===== config.mk =====
export PLATFORM = sky130hd
export DESIGN_NAME = size_class_slot_allocator_core
export DESIGN_NICKNAME = d
export VERILOG_FILES = /design/src/hdl/scsa_pkg.sv /design/src/hdl/scsa_ctrl.sv /design/src/hdl/scsa_datapath.sv /design/src/hdl/size_class_slot_allocator_core.sv
export SDC_FILE = /design/constraint.sdc
export NUM_CORES = 1
export LEC_CHECK = 0
export ABC_CLOCK_PERIOD_IN_PS = 4670
export BUFFER_PORTS_ARGS = -buffer_cell sky130_fd_sc_hd__buf_2
export CORE_MARGIN = 5
export CORE_UTILIZATION = 51
export DETAILED_ROUTE_END_ITERATION = 16
export GPL_TIMING_DRIVEN = 1
export PLACE_DENSITY = 0.76
export SETUP_SLACK_MARGIN = 0.02
export SYNTH_ARGS = -nofsm -noshare
export SYNTH_HDL_FRONTEND = slang
export SYNTH_SLANG_ARGS = --single-unit
export TNS_END_PERCENT = 20

===== constraint.sdc =====
create_clock -name clk -period 4.67 [get_ports clk]
set_clock_uncertainty 0.1 [all_clocks]
set_input_delay 0.7005 -clock clk [delete_from_list [all_inputs] [get_ports clk]]
set_output_delay 0.7005 -clock clk [all_outputs]
set_load 0.01 [all_outputs]

===== src/hdl/scsa_pkg.sv =====
// shared types, codes and defaults of the size class slot allocator
`timescale 1ns / 1ps

package scsa_pkg;

    // default configuration
    localparam int NUM_CLASSES_DEF    = 11;
    localparam int MIN_BLOCK_LOG2_DEF = 9;

    // fixed field widths
    localparam int SIZE_W   = 32;
    localparam int KIND_W   = 2;
    localparam int OFF_W    = 22;
    localparam int STATUS_W = 3;
    localparam int CLASS_W  = 4;
    localparam int TOP_W    = 5;

    // result status codes
    localparam logic [STATUS_W-1:0] ST_GRANT    = 3'd0;
    localparam logic [STATUS_W-1:0] ST_FALLBACK = 3'd1;
    localparam logic [STATUS_W-1:0] ST_ZERO     = 3'd2;
    localparam logic [STATUS_W-1:0] ST_FREED    = 3'd3;
    localparam logic [STATUS_W-1:0] ST_IGNORED  = 3'd4;
    localparam logic [STATUS_W-1:0] ST_FORWARD  = 3'd5;

    // command codes
    localparam logic CMD_ALLOC = 1'b0;
    localparam logic CMD_FREE  = 1'b1;

    // pointer kinds
    localparam logic [KIND_W-1:0] PK_NULL    = 2'd0;
    localparam logic [KIND_W-1:0] PK_OUTSIDE = 2'd1;
    localparam logic [KIND_W-1:0] PK_INSIDE  = 2'd2;

    // controller states
    typedef enum logic [0:0] {
        S_IDLE,
        S_EXEC
    } state_t;

    // controller to datapath commands
    typedef struct packed {
        logic load;
        logic exec;
    } scsa_cmd_t;

endpackage


===== src/hdl/scsa_ctrl.sv =====
// controller state machine of the size class slot allocator
`timescale 1ns / 1ps

module scsa_ctrl (
    input  logic                clk,
    input  logic                rst_n,
    input  logic                start,
    output logic                busy,
    output logic                done,
    output scsa_pkg::scsa_cmd_t cmd_out
);

    scsa_pkg::state_t state_reg;
    scsa_pkg::state_t state_next;
    logic             done_reg;
    logic             done_next;

    // state and strobe registers
    always_ff @(posedge clk or negedge rst_n)
    begin
        if (!rst_n)
        begin
            state_reg <= scsa_pkg::S_IDLE;
            done_reg  <= 1'b0;
        end
        else
        begin
            state_reg <= state_next;
            done_reg  <= done_next;
        end
    end

    // next state and commands
    always_comb
    begin
        state_next   = state_reg;
        done_next    = 1'b0;
        cmd_out.load = 1'b0;
        cmd_out.exec = 1'b0;
        unique case (state_reg)
            scsa_pkg::S_IDLE:
            begin
                if (start)
                begin
                    cmd_out.load = 1'b1;
                    state_next   = scsa_pkg::S_EXEC;
                end
            end
            scsa_pkg::S_EXEC:
            begin
                cmd_out.exec = 1'b1;
                done_next    = 1'b1;
                state_next   = scsa_pkg::S_IDLE;
            end
            default:
            begin
                state_next = scsa_pkg::S_IDLE;
            end
        endcase
    end

    assign busy = (state_reg != scsa_pkg::S_IDLE);
    assign done = done_reg;

endmodule


===== src/hdl/scsa_datapath.sv =====
// datapath of the size class slot allocator: input latch, decode, busy flags, result
`timescale 1ns / 1ps

module scsa_datapath #(
    parameter int NUM_CLASSES    = scsa_pkg::NUM_CLASSES_DEF,
    parameter int MIN_BLOCK_LOG2 = scsa_pkg::MIN_BLOCK_LOG2_DEF
) (
    input  logic                                clk,
    input  logic                                rst_n,
    input  scsa_pkg::scsa_cmd_t                 cmd_in,
    input  logic                                cmd,
    input  logic [scsa_pkg::SIZE_W-1:0]         req_size,
    input  logic [scsa_pkg::KIND_W-1:0]         ptr_kind,
    input  logic [scsa_pkg::OFF_W-1:0]          ptr_offset,
    output logic [scsa_pkg::STATUS_W-1:0]       status,
    output logic [scsa_pkg::OFF_W-1:0]          grant_offset,
    output logic [scsa_pkg::CLASS_W-1:0]        grant_class,
    output logic                                grant_slot
);

    // wide enough for the size, the top block and the slot 1 offset
    localparam int SPAN_W = MIN_BLOCK_LOG2 + NUM_CLASSES + 3;
    localparam int WIDE_W = ((SPAN_W > scsa_pkg::SIZE_W) ? SPAN_W : scsa_pkg::SIZE_W) + 1;
    localparam int CLS_W  = $clog2(NUM_CLASSES + 1);

    localparam logic [WIDE_W-1:0] BLK       = WIDE_W'(1) << MIN_BLOCK_LOG2;
    localparam logic [WIDE_W-1:0] TOP_BLK   = BLK << (NUM_CLASSES - 1);
    localparam logic [WIDE_W-1:0] MIN_SLOT  = BLK << 2;
    localparam logic [scsa_pkg::TOP_W-1:0] TOP_BIAS = scsa_pkg::TOP_W'(MIN_BLOCK_LOG2 + 2);
    localparam logic [scsa_pkg::TOP_W:0]   NCLS     = (scsa_pkg::TOP_W + 1)'(NUM_CLASSES);

    // latched item
    logic                          cmd_reg;
    logic [scsa_pkg::SIZE_W-1:0]   size_reg;
    logic [scsa_pkg::KIND_W-1:0]   kind_reg;
    logic [scsa_pkg::OFF_W-1:0]    off_reg;

    // busy flags, bit s = slot s taken
    logic [1:0] slot_busy_reg  [NUM_CLASSES];
    logic [1:0] slot_busy_next [NUM_CLASSES];

    // result registers
    logic [scsa_pkg::STATUS_W-1:0] status_reg;
    logic [scsa_pkg::STATUS_W-1:0] status_next;
    logic [scsa_pkg::OFF_W-1:0]    offset_reg;
    logic [scsa_pkg::OFF_W-1:0]    offset_next;
    logic [scsa_pkg::CLASS_W-1:0]  class_reg;
    logic [scsa_pkg::CLASS_W-1:0]  class_next;
    logic                          slot_reg;
    logic                          slot_next;

    // decode signals
    logic [WIDE_W-1:0]             size_wide;
    logic [WIDE_W-1:0]             off_wide;
    logic [CLS_W-1:0]              alloc_cls;
    logic [1:0]                    alloc_busy;
    logic [scsa_pkg::TOP_W-1:0]    top_bit;
    logic [scsa_pkg::TOP_W-1:0]    free_cls;
    logic                          free_slot;
    logic                          free_hit;
    logic                          alloc_hit;
    logic                          alloc_slot;

    // item latch
    always_ff @(posedge clk)
    begin
        if (cmd_in.load)
        begin
            cmd_reg  <= cmd;
            size_reg <= req_size;
            kind_reg <= ptr_kind;
            off_reg  <= ptr_offset;
        end
    end

    assign size_wide = WIDE_W'(size_reg);
    assign off_wide  = WIDE_W'(off_reg);

    // smallest class whose block holds the size
    always_comb
    begin
        alloc_cls = CLS_W'(NUM_CLASSES - 1);
        for (int c = NUM_CLASSES - 1; c >= 0; c--)
        begin
            if ((BLK << c) >= size_wide)
            begin
                alloc_cls = CLS_W'(c);
            end
        end
    end

    // flags of the chosen class
    always_comb
    begin
        alloc_busy = 2'b00;
        for (int i = 0; i < NUM_CLASSES; i++)
        begin
            if (alloc_cls == CLS_W'(i))
            begin
                alloc_busy = slot_busy_reg[i];
            end
        end
    end

    // highest set bit of the freed offset
    always_comb
    begin
        top_bit = '0;
        for (int i = 0; i < scsa_pkg::OFF_W; i++)
        begin
            if (off_reg[i])
            begin
                top_bit = scsa_pkg::TOP_W'(i);
            end
        end
    end

    assign free_cls  = top_bit - TOP_BIAS;
    assign free_slot = ((off_reg & (off_reg - scsa_pkg::OFF_W'(1))) != '0);

    // request decode and result
    always_comb
    begin
        status_next = scsa_pkg::ST_FORWARD;
        offset_next = '0;
        class_next  = '0;
        slot_next   = 1'b0;
        alloc_hit   = 1'b0;
        alloc_slot  = 1'b0;
        free_hit    = 1'b0;
        if (cmd_reg == scsa_pkg::CMD_ALLOC)
        begin
            priority if (size_wide > TOP_BLK)
            begin
                status_next = scsa_pkg::ST_FALLBACK;
            end
            else if (size_reg == '0)
            begin
                status_next = scsa_pkg::ST_ZERO;
            end
            else if (!alloc_busy[0])
            begin
                alloc_hit   = 1'b1;
                status_next = scsa_pkg::ST_GRANT;
                offset_next = scsa_pkg::OFF_W'(WIDE_W'(4) << (MIN_BLOCK_LOG2 + alloc_cls));
                class_next  = scsa_pkg::CLASS_W'(alloc_cls);
            end
            else if (!alloc_busy[1])
            begin
                alloc_hit   = 1'b1;
                alloc_slot  = 1'b1;
                status_next = scsa_pkg::ST_GRANT;
                offset_next = scsa_pkg::OFF_W'(WIDE_W'(6) << (MIN_BLOCK_LOG2 + alloc_cls));
                class_next  = scsa_pkg::CLASS_W'(alloc_cls);
                slot_next   = 1'b1;
            end
            else
            begin
                status_next = scsa_pkg::ST_FALLBACK;
            end
        end
        else
        begin
            priority if (kind_reg == scsa_pkg::PK_NULL)
            begin
                status_next = scsa_pkg::ST_IGNORED;
            end
            else if (kind_reg != scsa_pkg::PK_INSIDE)
            begin
                status_next = scsa_pkg::ST_FORWARD;
            end
            else if (off_reg == '0)
            begin
                status_next = scsa_pkg::ST_IGNORED;
            end
            else if (off_wide < MIN_SLOT)
            begin
                status_next = scsa_pkg::ST_FORWARD;
            end
            else if ({1'b0, free_cls} >= NCLS)
            begin
                status_next = scsa_pkg::ST_FORWARD;
            end
            else
            begin
                free_hit    = 1'b1;
                status_next = scsa_pkg::ST_FREED;
                class_next  = scsa_pkg::CLASS_W'(free_cls);
                slot_next   = free_slot;
            end
        end
    end

    // flag updates, one entry per class
    always_comb
    begin
        for (int i = 0; i < NUM_CLASSES; i++)
        begin
            slot_busy_next[i] = slot_busy_reg[i];
            if (alloc_hit && (alloc_cls == CLS_W'(i)))
            begin
                slot_busy_next[i][alloc_slot] = 1'b1;
            end
            if (free_hit && (free_cls == scsa_pkg::TOP_W'(i)))
            begin
                slot_busy_next[i][free_slot] = 1'b0;
            end
        end
    end

    always_ff @(posedge clk or negedge rst_n)
    begin
        if (!rst_n)
        begin
            for (int i = 0; i < NUM_CLASSES; i++)
            begin
                slot_busy_reg[i] <= 2'b00;
            end
        end
        else if (cmd_in.exec)
        begin
            for (int i = 0; i < NUM_CLASSES; i++)
            begin
                slot_busy_reg[i] <= slot_busy_next[i];
            end
        end
    end

    // result registers
    always_ff @(posedge clk)
    begin
        if (cmd_in.exec)
        begin
            status_reg <= status_next;
            offset_reg <= offset_next;
            class_reg  <= class_next;
            slot_reg   <= slot_next;
        end
    end

    assign status       = status_reg;
    assign grant_offset = offset_reg;
    assign grant_class  = class_reg;
    assign grant_slot   = slot_reg;

endmodule


===== src/hdl/size_class_slot_allocator_core.sv =====
// top level of the size class slot allocator
// the accepting edge latches the item; the execute state then registers the result and raises done with it
// a new item is taken only while the controller is idle, after the load and execute steps of the last one
// the busy flags are read and updated in the execute cycle; results cannot be stalled
// reset: asynchronous, active low; all slots are free at once, no clearing pass
`timescale 1ns / 1ps

module size_class_slot_allocator_core #(
    parameter int NUM_CLASSES    = scsa_pkg::NUM_CLASSES_DEF,
    parameter int MIN_BLOCK_LOG2 = scsa_pkg::MIN_BLOCK_LOG2_DEF
) (
    input  logic                          clk,
    input  logic                          rst_n,
    input  logic                          start,
    output logic                          busy,
    input  logic                          cmd,
    input  logic [scsa_pkg::SIZE_W-1:0]   req_size,
    input  logic [scsa_pkg::KIND_W-1:0]   ptr_kind,
    input  logic [scsa_pkg::OFF_W-1:0]    ptr_offset,
    output logic                          done,
    output logic [scsa_pkg::STATUS_W-1:0] status,
    output logic [scsa_pkg::OFF_W-1:0]    grant_offset,
    output logic [scsa_pkg::CLASS_W-1:0]  grant_class,
    output logic                          grant_slot
);

    scsa_pkg::scsa_cmd_t ctrl_cmd;

    // controller
    scsa_ctrl u_ctrl (
        .clk     (clk),
        .rst_n   (rst_n),
        .start   (start),
        .busy    (busy),
        .done    (done),
        .cmd_out (ctrl_cmd)
    );

    // datapath
    scsa_datapath #(
        .NUM_CLASSES    (NUM_CLASSES),
        .MIN_BLOCK_LOG2 (MIN_BLOCK_LOG2)
    ) u_datapath (
        .clk          (clk),
        .rst_n        (rst_n),
        .cmd_in       (ctrl_cmd),
        .cmd          (cmd),
        .req_size     (req_size),
        .ptr_kind     (ptr_kind),
        .ptr_offset   (ptr_offset),
        .status       (status),
        .grant_offset (grant_offset),
        .grant_class  (grant_class),
        .grant_slot   (grant_slot)
    );

endmodule


== After elaboration in Yosys (flattened, before gate mapping) ==
Cells that the tools add are included.
Cells by class
  $add $sub $neg: 3
  $lt $le $gt $ge: 17
  equality and inequality tests: 21
  shift-type cells: 2
  muxes and demuxes: 115
  bitwise gates (word level): 25
  reductions and logical operators: 31
Operators with widths (count)
  $mux 4: 26
  $mux 2: 37
  $shl 3x32->22 const A: 2
  $mux 22: 2
  $mux 3: 13
  $ge 10x32->1 const A: 1
  $ge 11x32->1 const A: 1
  $ge 12x32->1 const A: 1
  $ge 13x32->1 const A: 1
  $ge 14x32->1 const A: 1
  $ge 15x32->1 const A: 1
  $ge 16x32->1 const A: 1
  $ge 17x32->1 const A: 1
  $ge 18x32->1 const A: 1
  $ge 19x32->1 const A: 1
  $gt 32x20->1 const B: 1
  $logic_not 32->1: 1
  $mux 5: 6
  $mux 1: 28
  $logic_and 1x1->1: 24
  $and 2x2->2: 11
  $and 22x22->22: 1
  $logic_not 22->1: 1
  $lt 22x12->1 const B: 1
  other kinds (25): 50
Storage, ports and cells
  register bits: 111
  input bits: 60
  output and inout port bits: 32
  word-level logic and storage cells: 235

== Logic depth before layout (Yosys ltp) ==
Gate-level depths: netlist (run 1).
  word-level depth: 36
  depth in mapped cells: 19
  depth with buffers taken out: 15

== Hierarchy ==
Synthesis (run 1) repeated with hierarchy kept, for this count alone.
Second synthesis, totals
  cell total of the unflattened synthesis: 464
  area, all modules: 5375.2 um^2
By module, submodules not included
  scsa_datapath: instances 1, cells each 459, area each 5296.3 um^2, seq. area each 3133.0 um^2
  scsa_ctrl: instances 1, cells each 5, area each 78.8 um^2, seq. area each 50.0 um^2

== Least setup slack after synthesis (run 1) ==
OpenSTA, ideal clock, no wires.
  path kind: register to register
  start point: register u_datapath.size_reg[4] (netlist bit)
  end point: register u_datapath.status_reg (netlist bit u_datapath.status[0]), data pin
  setup time: 0.261 ns
  arrival: 4.315 ns
  required time: 4.309 ns
  setup slack: -0.006 ns
  stages on the path, launching flop included: 18
  path buffers: 2
  period minus slack after synthesis: 4.676 ns
  path through: edfxtp_1 > nor4_4 > nand4_2 > buf_6 > or4_1 > and3_4 > a211oi_4 > inv_1 > ha_1 > clkbuf_1 > nor2b_1 > a221o_1 > a22o_1 > and3_1 > a211oi_4 > and2b_4 > maj3_2 > o32a_1
Between the ends
  word-level cells in the longest chain between the ends: 28
  elaborated cells between the ends (all ways): 49
  classes of those cells: 11 x order compare; 10 x eq/ne; 26 x mux; 2 x reduce/logical
Ends and longest elaborated chain
  from (decl): RTL line scsa_datapath.sv:34  | logic [scsa_pkg::SIZE_W-1:0] size_reg;
  from (signal assigned): RTL line scsa_datapath.sv:70  | size_reg <= req_size;
  $ge 19x32->1: RTL line scsa_datapath.sv:85  | if ((BLK << c) >= size_wide)
  $mux 2 (2 in a row): RTL line scsa_datapath.sv:85
  $mux 4 (8 in a row): RTL line scsa_datapath.sv:85
  $logic_not 4->1: RTL line scsa_datapath.sv:98  | if (alloc_cls == CLS_W'(i))
  $mux 2 (11 in a row): RTL line scsa_datapath.sv:98
  $mux 1: RTL line scsa_datapath.sv:148  | else if (!alloc_busy[1])
  $mux 3: RTL line scsa_datapath.sv:141  | else if (!alloc_busy[0])
  $mux 3: RTL line scsa_datapath.sv:137  | else if (size_reg == '0)
  $mux 3 *: RTL line scsa_datapath.sv:133  | priority if (size_wide > TOP_BLK)
  $mux 3 *: RTL line scsa_datapath.sv:131  | if (cmd_reg == scsa_pkg::CMD_ALLOC)
  via u_datapath.status_next, one bit: RTL line scsa_datapath.sv:44  | logic [scsa_pkg::STATUS_W-1:0] status_next;
  to (signal assigned): RTL line scsa_datapath.sv:234  | status_reg <= status_next;
  to (decl): RTL line scsa_datapath.sv:43  | logic [scsa_pkg::STATUS_W-1:0] status_reg;
The timed path passes the listed nets; every way through them passes the cells marked *.
A chain may end at the register's enable or synchronous reset.

== Worst setup path in the final report (run 1) ==
Ends and elaborated chain as after synthesis.

==> impl_metrics.ini, run 1 <==
[floorplanning]
io_pins = 92
die_area_um2 = 12900
initial_core_util_pct = 52.7
fp.dieW_um = 113
core_area_um2 = 10400
dieHeight_um = 113
num_rows = 37

[layout]
diodes = 0
final_core_utilization_pct = 61.3
seq_area_um2 = 3180
drive_above_1_share_pct = 27.3
largest_reg_flops = 32
multiInputGateArea_um2 = 2170
final_nets = 638
final_cell_mix = buf_2 (90), edfxtp_1 (86), nor2_1 (31), nor3_1 (28), nand2_1 (28)
final_common_cell = buf_2
fin_cells = 707
syn_to_final_growth_pct = 16.5
fill_cells = 839

[sta]
fin_crit_sh_pct = 95.2
final-hold-violation-count = 0
fin_crit_ps = 4450
setup_viol = 0
rsz0062_at_grt = yes
worst_pin_slew_ps = 975
drv_slew = 0
max_freq_mhz = 225
slew_headroom_pct = 34.8

[job]
cap_violations = 0

[setup_path]
critPathTopFamily = compound AO/OA/AOI/OAI gates
reg2reg_slack_ps = 220
cp-end-kind = register
critPathBufInv = 3
path_class = reg2reg
max_stage_delay_ps = 430
required_ps = 4700
startpoint_type = register
cp_common_cell = buf_4
worstPathArrival_ps = 4480
crit_slowest_cell = edfxtp_1
critPathMaxFanout = 12
crit_chain = nor4_4, buf_4, nand3_1, a2111o_1, a21oi_1, a211oi_4, buf_4, ha_1, buf_4, a221o_1, a22o_1, and3_1, a211oi_4, and2b_4, maj3_2, o32a_1

[synthesis]
synth_top_area_share_pct = 47.3
ys_seq_area_share_pct = 58.3
synth_edf_count = 86
synth_ff_type = edfxtp_1
yosys.area.top_type = edfxtp_1
ys_top_cells_by_area = edfxtp_1 (47%), dfrtp_1 (11%), ha_1 (2.7%)
syn-mean-instance-area_um2 = 11.8
yosysUniqueCellTypes = 79
ys.warnings.count = 0
ys_seq_elements = 110
synthArstFlopShare_pct = 21.8
synthCells = 461
synth_area_um2 = 5460

[clock_network]
cts_tree = yes
clk_pin_slew_worst_paths_ps = 100
numCtsBuffers = 9
root_buffer = clkbuf_8
clock_path_buffers = 2
clock_sinks = 110
h-tree-depth = 3
cts_hold_buf = 0
clk_latency_ps = 370

[routing]
vias = 4105
drc = 0
wl_um = 11700
first_pass_iters = 5
routed_via_density = 5.81
drtIter0Drc = 203
drtAntennaViolNets = 0
wl_per_cell_um = 16.6

[global_route]
gr-total-overflow = 0
grt_pass1_wl_um = 19100
grt_pass1_vias = 3912
grt_max_degree = 44
grt_use_total_pct = 18.5
antenna_found_initial = 0

[place]
place_congestion = 0.885
dp_hpwl_um = 8790
post-place-cells = 686
port_buffers = 90

[power_and_ir_drop]
netSwitchingFraction_pct = 23.8
switchingPower_w = 0.000429
combinationalPowerShare_pct = 7.8
ir_drop_mv = 0.164
clkPwrFrac_pct = 29.1
power_density_nw_per_um2 = 283
p_int_w = 0.00137
p_leak_nw = 2.39
seq_power_share_pct = 63.1

[run_status]
status = complete, no violations

[worst_hold_path]
min_path_type = in2async
## synth_stat cells, drive strengths merged, types with 8 or more instances
master,n
clkbuf,13
dfrtp,24
nand3,13
ha,12
o21ai,13
a31oi,19
a21oi,25
o22a,8
nand2,29
nor2,33
edfxtp,86
nor4,11
inv,20
nor3,30
nand2b,8
## area by class of cell
cell class | count | area share, %
clock inverter | 5 | 0.551
multi-input combinational | 317 | 34.1
timing repair buffer | 108 | 9.21
clock buffer | 11 | 2.22
tap | 136 | 2.68
sequential | 110 | 50.1
inverter | 20 | 1.18
## worst paths after layout
path	startpoint	to	depth (start not counted)
max	u_datapath.size_reg[4]	u_datapath.status[0]	16
min	rst_n	u_datapath.slot_busy_reg[15]	1
max reg2reg	u_datapath.size_reg[4]	u_datapath.status[0]	16
min reg2reg	u_datapath.slot_busy_reg[21]	u_datapath.slot_busy_reg[21]	1
max in group asynchronous	rst_n	u_ctrl.busy	1
min in group clk	req_size[26]	u_datapath.size_reg[26]	1
## cells by family after synthesis
kind of cell               count (synthesis)  synth area share [%]
DFF                                      110                  58.3
AOI/OAI and AO/OA                        122                  16.7
adders and majority gates                 15                  3.32
buffers and inverters                     38                  2.93
xor gates and xnor gates                   6                 0.962
and+or+nand+nor                          169                  17.8
other                                      1                0.0687
## metrics by stage
stage	hold slack (ps)	setup TNS, ps	setup slack [ps]	cell area, um2	total power [W]
after floorplan	305	0	37.8	5480	0.00123
after global placement	380	0	364	6120	0.00129
after detailed placement	386	0	268	6120	0.00130
after CTS	207	0	234	6290	0.00181
after global routing	226	-42.7	-31.0	6360	0.00188
final	194	0	222	6360	0.00180
## power by group through the flow
stage               sequential (W)  clock, W  combinational [W]
finish                     0.00114  0.000524           0.000141
global route               0.00114  0.000580           0.000156
CTS                        0.00114  0.000537           0.000140
detailed placement         0.00116         0           0.000139
global placement           0.00116         0           0.000136
floorplan                  0.00116         0          0.0000699
## repair_timing
action                                  in CTS  in global routing
endpoints found under the hold margin        0                  0
gates resized for setup                      0                  5
endpoints found under the setup margin       0                 14
setup buffers                                0                  5
## layer usage
| metal | track usage [%] | vias to the layer above | wire length (um) |
|---|---|---|---|
| met5 | 0 | - | 0 |
| li1 | - | 1990 | - |
| met3 | 3.87 | 9 | 740 |
| met1 | 24.6 | 1973 | 5010 |
| met4 | 5.37 | 0 | 130 |
| met2 | 30.9 | 133 | 5860 |
Power figures use the tool's default switching activity.
==> run 2, diff against run 1 <==
- SYNTH_HIERARCHICAL: not set -> 1
==> impl_metrics.ini, run 2 <==
[run_status]
status = complete, no violations

[worst_hold_path]
min_path_type = in2async

[clock_network]
clk_pin_slew_worst_paths_ps = 110
clock_sinks = 110
root_buffer = clkbuf_8
h-tree-depth = 3
clk_latency_ps = 370
cts_tree = yes
clock_path_buffers = 2
numCtsBuffers = 9

[place]
place_congestion = 0.930
port_buffers = 90
pre_cts_ws_ps = -72.3
dp_hpwl_um = 9180
dpl_cell_area_um2 = 5990

[global_route]
gr-total-overflow = 0
grt_pass1_wl_um = 19700
use_met3_pct = 3.94
busiest_layer = met2
antenna_found_initial = 0
grt_pass1_vias = 4065
grt_max_degree = 59
use_met1_pct = 24.1
grt_use_total_pct = 19.2
grtUsageMet2_pct = 33.5

[layout]
final_cell_mix = buf_2 (90), edfxtp_1 (86), nor2_1 (44), nand2_1 (33), dfrtp_1 (23)
fill_cells = 843
drive_above_1_share_pct = 26.2
diodes = 0
final_common_cell = buf_2
largest_reg_flops = 32
syn_to_final_growth_pct = 17.6
final_nets = 638
final_core_utilization_pct = 61.2
fin_area_um2 = 6320

[routing]
drc = 0
wl_per_cell_um = 17.6
drtAntennaViolNets = 0
vias = 4291
wl_um = 12400
drtIter0Drc = 325
routed_via_density = 6.06
first_pass_iters = 5

[floorplanning]
num_rows = 37
die_area_um2 = 12700
initial_core_util_pct = 52.1
fp.dieW_um = 113
io_pins = 92
dieHeight_um = 113
core_area_um2 = 10300

[synthesis]
ys_seq_elements = 110
yosys-top-cells-count = edfxtp_1 (86), nor2_1 (46), nand2_1 (33), dfrtp_1 (24), a21oi_1 (22)
synth_most_common_cell = edfxtp_1
synth_ff_type = edfxtp_1
ys_top_cells_by_area = edfxtp_1 (48%), dfrtp_1 (11%), nor2_1 (3.2%)
synth_area_um2 = 5380
ys_seq_area_share_pct = 59.2
synthArstFlopShare_pct = 21.8
yosys.area.top_type = edfxtp_1
syn-mean-instance-area_um2 = 11.6
synth_top_area_share_pct = 48.0
yosysUniqueCellTypes = 72
synth_edf_count = 86
ys.warnings.count = 6
synthCells = 464

[setup_path]
crit_chain = or4_4, or4_4, a211o_1, nand2b_1, a31oi_1, a31o_2, ha_1, nor2b_2, a221o_1, a22oi_1, o32ai_2, o21bai_4, and2_4, a22o_1, and3b_1
startpoint_type = register
rr_startpoint = u_datapath/size_reg[17]
path_class = reg2reg
cp_common_cell = or4_4
worstPathArrival_ps = 4500
critPathMaxFanout = 12
reg2reg_slack_ps = 210
r2r_cells = 15
required_ps = 4710
crit_slowest_cell = or4_4
max_stage_delay_ps = 570
cp-startpoint = u_datapath/size_reg[17]
r2r_end = u_datapath/grant_offset[8]
cp-end-kind = register
endpoint = u_datapath/grant_offset[8]

[sta]
setup_viol = 0
final-hold-violation-count = 0
post-route-worst-setup-slack_ps = 210
drv_slew = 0
fin_crit_sh_pct = 95.5
holdWs_ps = 192
slew_headroom_pct = 27.5
rsz0062_at_grt = no
max_freq_mhz = 224
worst_pin_slew_ps = 1070
fin_crit_ps = 4460

[power_and_ir_drop]
ir_drop_mv = 0.182
p_leak_nw = 2.39
finalPower_w = 0.00182
power_density_nw_per_um2 = 288

[job]
cap_violations = 0
[run 2: changes by cell type after synthesis, sizes merged, moves of 4 or more]
cell / before / now
nor2: 33 / 46
nor3: 30 / 17
o21ai: 13 / 19
a211oi: 6 / 1
clkbuf: 13 / 8
nand2: 29 / 34
nand2b: 8 / 3
nor4: 11 / 16
o32a: 5 / 0
a2bb2oi: 5 / 1
[run 2: final cells by class]
cell class / count / area [um2] / share of cell area [%]
Sequential cell: 110 / 3180 / 50.4
Timing Repair Buffer: 104 / 556 / 8.79
Clock buffer: 9 / 124 / 1.96
Multi-Input combinational cell: 324 / 2150 / 34.0
Inverter: 18 / 67.6 / 1.07
Clock inverter: 7 / 68.8 / 1.09
Tap cell: 136 / 170 / 2.69
[run 2: power by group]
group | internal (W) | switching, W | leakage, nW
registers | 0.00111 | 0.0000399 | 1.16
logic | 0.0000529 | 0.0000739 | 1.13
clock network | 0.000208 | 0.000339 | 0.0980
[run 2: logic make-up (layout without fill, tap and decap cells)]
logic type	Yosys count	count (layout)	share of synthesized area, %
AND/OR/NAND/NOR	176	176	17.5
other	1	5	0.0698
adder cells (fa/ha/maj)	14	14	3.12
XOR/XNOR	7	7	1.14
flip-flops	110	110	59.2
AO/OA/AOI/OAI	122	122	16.1
buffers and inverters	34	138	2.91
[run 2: critical path: cells and delay by family (launching register included)]
family	cells	cell delay (ps)
AOI/OAI and AO/OA	8	1770
adders and majority gates	1	200
DFF	1	450
and+or+nand+nor	6	1700
[run 2: routing by layer]
| metal | vias up | routed length [um] |
|---|---|---|
| met1 | 2051 | 4990 |
| met3 | 26 | 963 |
| met2 | 227 | 6240 |
| met4 | 0 | 234 |
| met5 | - | 0 |
| li1 | 1987 | - |
[run 2: repair_timing]
| action | CTS | global route |
|---|---|---|
| pin swaps | 0 | 3 |
| endpoints found under the setup margin | 20 | 45 |
| hold buffers | 0 | 0 |
| setup buffers | 0 | 5 |
| resized for setup | 4 | 14 |
[run 2: how the worst min path moves through the flow]
stage                                               to  slack [ps]  depth (start not counted)
after floorplan                            u_ctrl/busy         300                          0
after global placement    u_datapath/slot_busy_reg[21]         370                          1
after detailed placement  u_datapath/slot_busy_reg[20]         380                          1
after CTS                 u_datapath/slot_busy_reg[15]         190                          1
after global routing       u_datapath/slot_busy_reg[6]         220                          1
final                     u_datapath/slot_busy_reg[15]         190                          1
[run 2: per-stage QoR]
| step | TNS, ps | std cells |
|---|---|---|
| floorplan | 0 | 468 |
| global placement | 0 | 687 |
| detailed placement | -153 | 687 |
| CTS | 0 | 703 |
| global route | 0 | 708 |
| finish | 0 | 708 |
==> run 3, diff against run 2 <==
- REMOVE_ABC_BUFFERS: not set -> 1
==> impl_metrics.ini, run 3 (same netlist as run 2, synthesis figures left out) <==
[run_status]
status = complete, no violations

[sta]
holdWs_ps = 205
final-hold-violation-count = 0
slew_headroom_pct = 36.3
fin_crit_sh_pct = 94.9
max_freq_mhz = 226
drv_slew = 0
worst_pin_slew_ps = 942
fin_tns_setup_ps = 0
fin_crit_ps = 4430
setup_viol = 0
post-route-worst-setup-slack_ps = 237

[global_route]
grt_use_total_pct = 19.9
gr-total-overflow = 0
grt_pass1_wl_um = 20100
antenna_found_initial = 0
grt_pass1_vias = 4179
grt_max_degree = 44

[setup_path]
startpoint_type = register
cp-end-kind = register
reg2reg_slack_ps = 240
critPathMaxFanout = 8
required_ps = 4710
path_class = reg2reg
worstPathArrival_ps = 4470

[floorplanning]
die_area_um2 = 12700
fp.dieW_um = 113
num_rows = 37
io_pins = 92
initial_core_util_pct = 52.1
dieHeight_um = 113
core_area_um2 = 10300

[place]
dp_hpwl_um = 9470
pre_cts_ws_ps = 91.8
post-place-cells = 699
port_buffers = 90
place_congestion = 0.923

[routing]
first_pass_iters = 5
drtIter0Drc = 356
wl_um = 12600
routed_via_density = 5.99
vias = 4303
drtAntennaViolNets = 0
wl_per_cell_um = 17.5
drc = 0

[layout]
diodes = 0
fin_cells = 718
fill_cells = 814
largest_reg_flops = 32
seq_area_um2 = 3180
final_common_cell = buf_2
drive_above_1_share_pct = 27.1
syn_to_final_growth_pct = 19.0
multiInputGateArea_um2 = 2130
final_cell_mix = buf_2 (90), edfxtp_1 (86), nor2_1 (44), nand2_1 (33)
final_nets = 648

[power_and_ir_drop]
finalPower_w = 0.00187
p_leak_nw = 2.44
ir_drop_mv = 0.193
power_density_nw_per_um2 = 293

[clock_network]
clk_pin_slew_worst_paths_ps = 110
numCtsBuffers = 9
root_buffer = clkbuf_8
cts_tree = yes
clock_path_buffers = 2
clk_latency_ps = 370
h-tree-depth = 3
clock_sinks = 110
cts_hold_buf = 0

[job]
cap_violations = 0

[worst_hold_path]
min_path_type = in2async
## run 3: cell count changes in the layout (fill, tap and decap cells not counted), moves of 2 or more
cell	previous run	this run
buf_4	14	24
clkinv_4	2	0
ha_2	0	2
inv_6	1	3
## run 3: what timing repair did
action | in CTS | in global routing
hold endpoints to repair | 0 | 0
buffers inserted | 0 | 3
resized for setup | 0 | 16
endpoints found under the setup margin | 0 | 45
## run 3: final timing paths
check | to | cells past startpoint | start
worst max-delay path | u_datapath/grant_offset[8] | 16 | u_datapath/size_reg[16]
worst min-delay path | u_datapath/slot_busy_reg[3] | 1 | rst_n
worst max register to register | u_datapath/grant_offset[8] | 16 | u_datapath/size_reg[16]
worst min register to register | u_datapath/slot_busy_reg[16] | 1 | u_datapath/slot_busy_reg[16]
max in group asynchronous | u_datapath/slot_busy_reg[8] | 1 | rst_n
min in group clk | u_datapath/size_reg[3] | 1 | req_size[3]
## run 3: where the power goes
| part | switching [W] | internal, W | leakage, nW |
|---|---|---|---|
| clock | 0.000328 | 0.000272 | 0.106 |
| sequential | 0.0000300 | 0.00111 | 1.16 |
| combinational | 0.0000830 | 0.0000527 | 1.17 |
## run 3: area by class of cell
class                           count  area share [%]
Clock buffer                       10            2.15
Clock inverter                      6            1.17
Inverter                           18            1.06
Multi-Input combinational cell    324            33.3
Sequential cell                   110            49.8
Tap cell                          136            2.66
Timing Repair Buffer              114            9.86
## run 3: worst max-delay path, stage by stage, from the launching register on
cell and delay, ps:
edfxtp_1 450, or4_4 550, or4_4 450, a211o_1 260
nand2b_1 80, a31oi_1 50, a31o_2 260, ha_1 210
nor2b_1 150, buf_4 150, a221o_1 320, a22oi_1 180
o32ai_2 130, o21bai_4 260, and2_4 200, a22o_1 220
and3b_1 190
## run 3: through the flow
step                cell area (um2)  utilization [%]
finish                         6400             62.0
global route                   6400             62.0
CTS                            6290             61.0
detailed placement             6080             58.9
global placement               6080             58.9
floorplan                      5300                -
## run 3: per-layer routing
layer / vias to the layer above / part of all wire [%] / track usage, %
met3: 38 / 7.5 / 4.47
li1: 2010 / - / -
met2: 229 / 49 / 33.5
met5: - / 0 / 0
met1: 2026 / 41 / 25.1
met4: 0 / 2.8 / 7.85
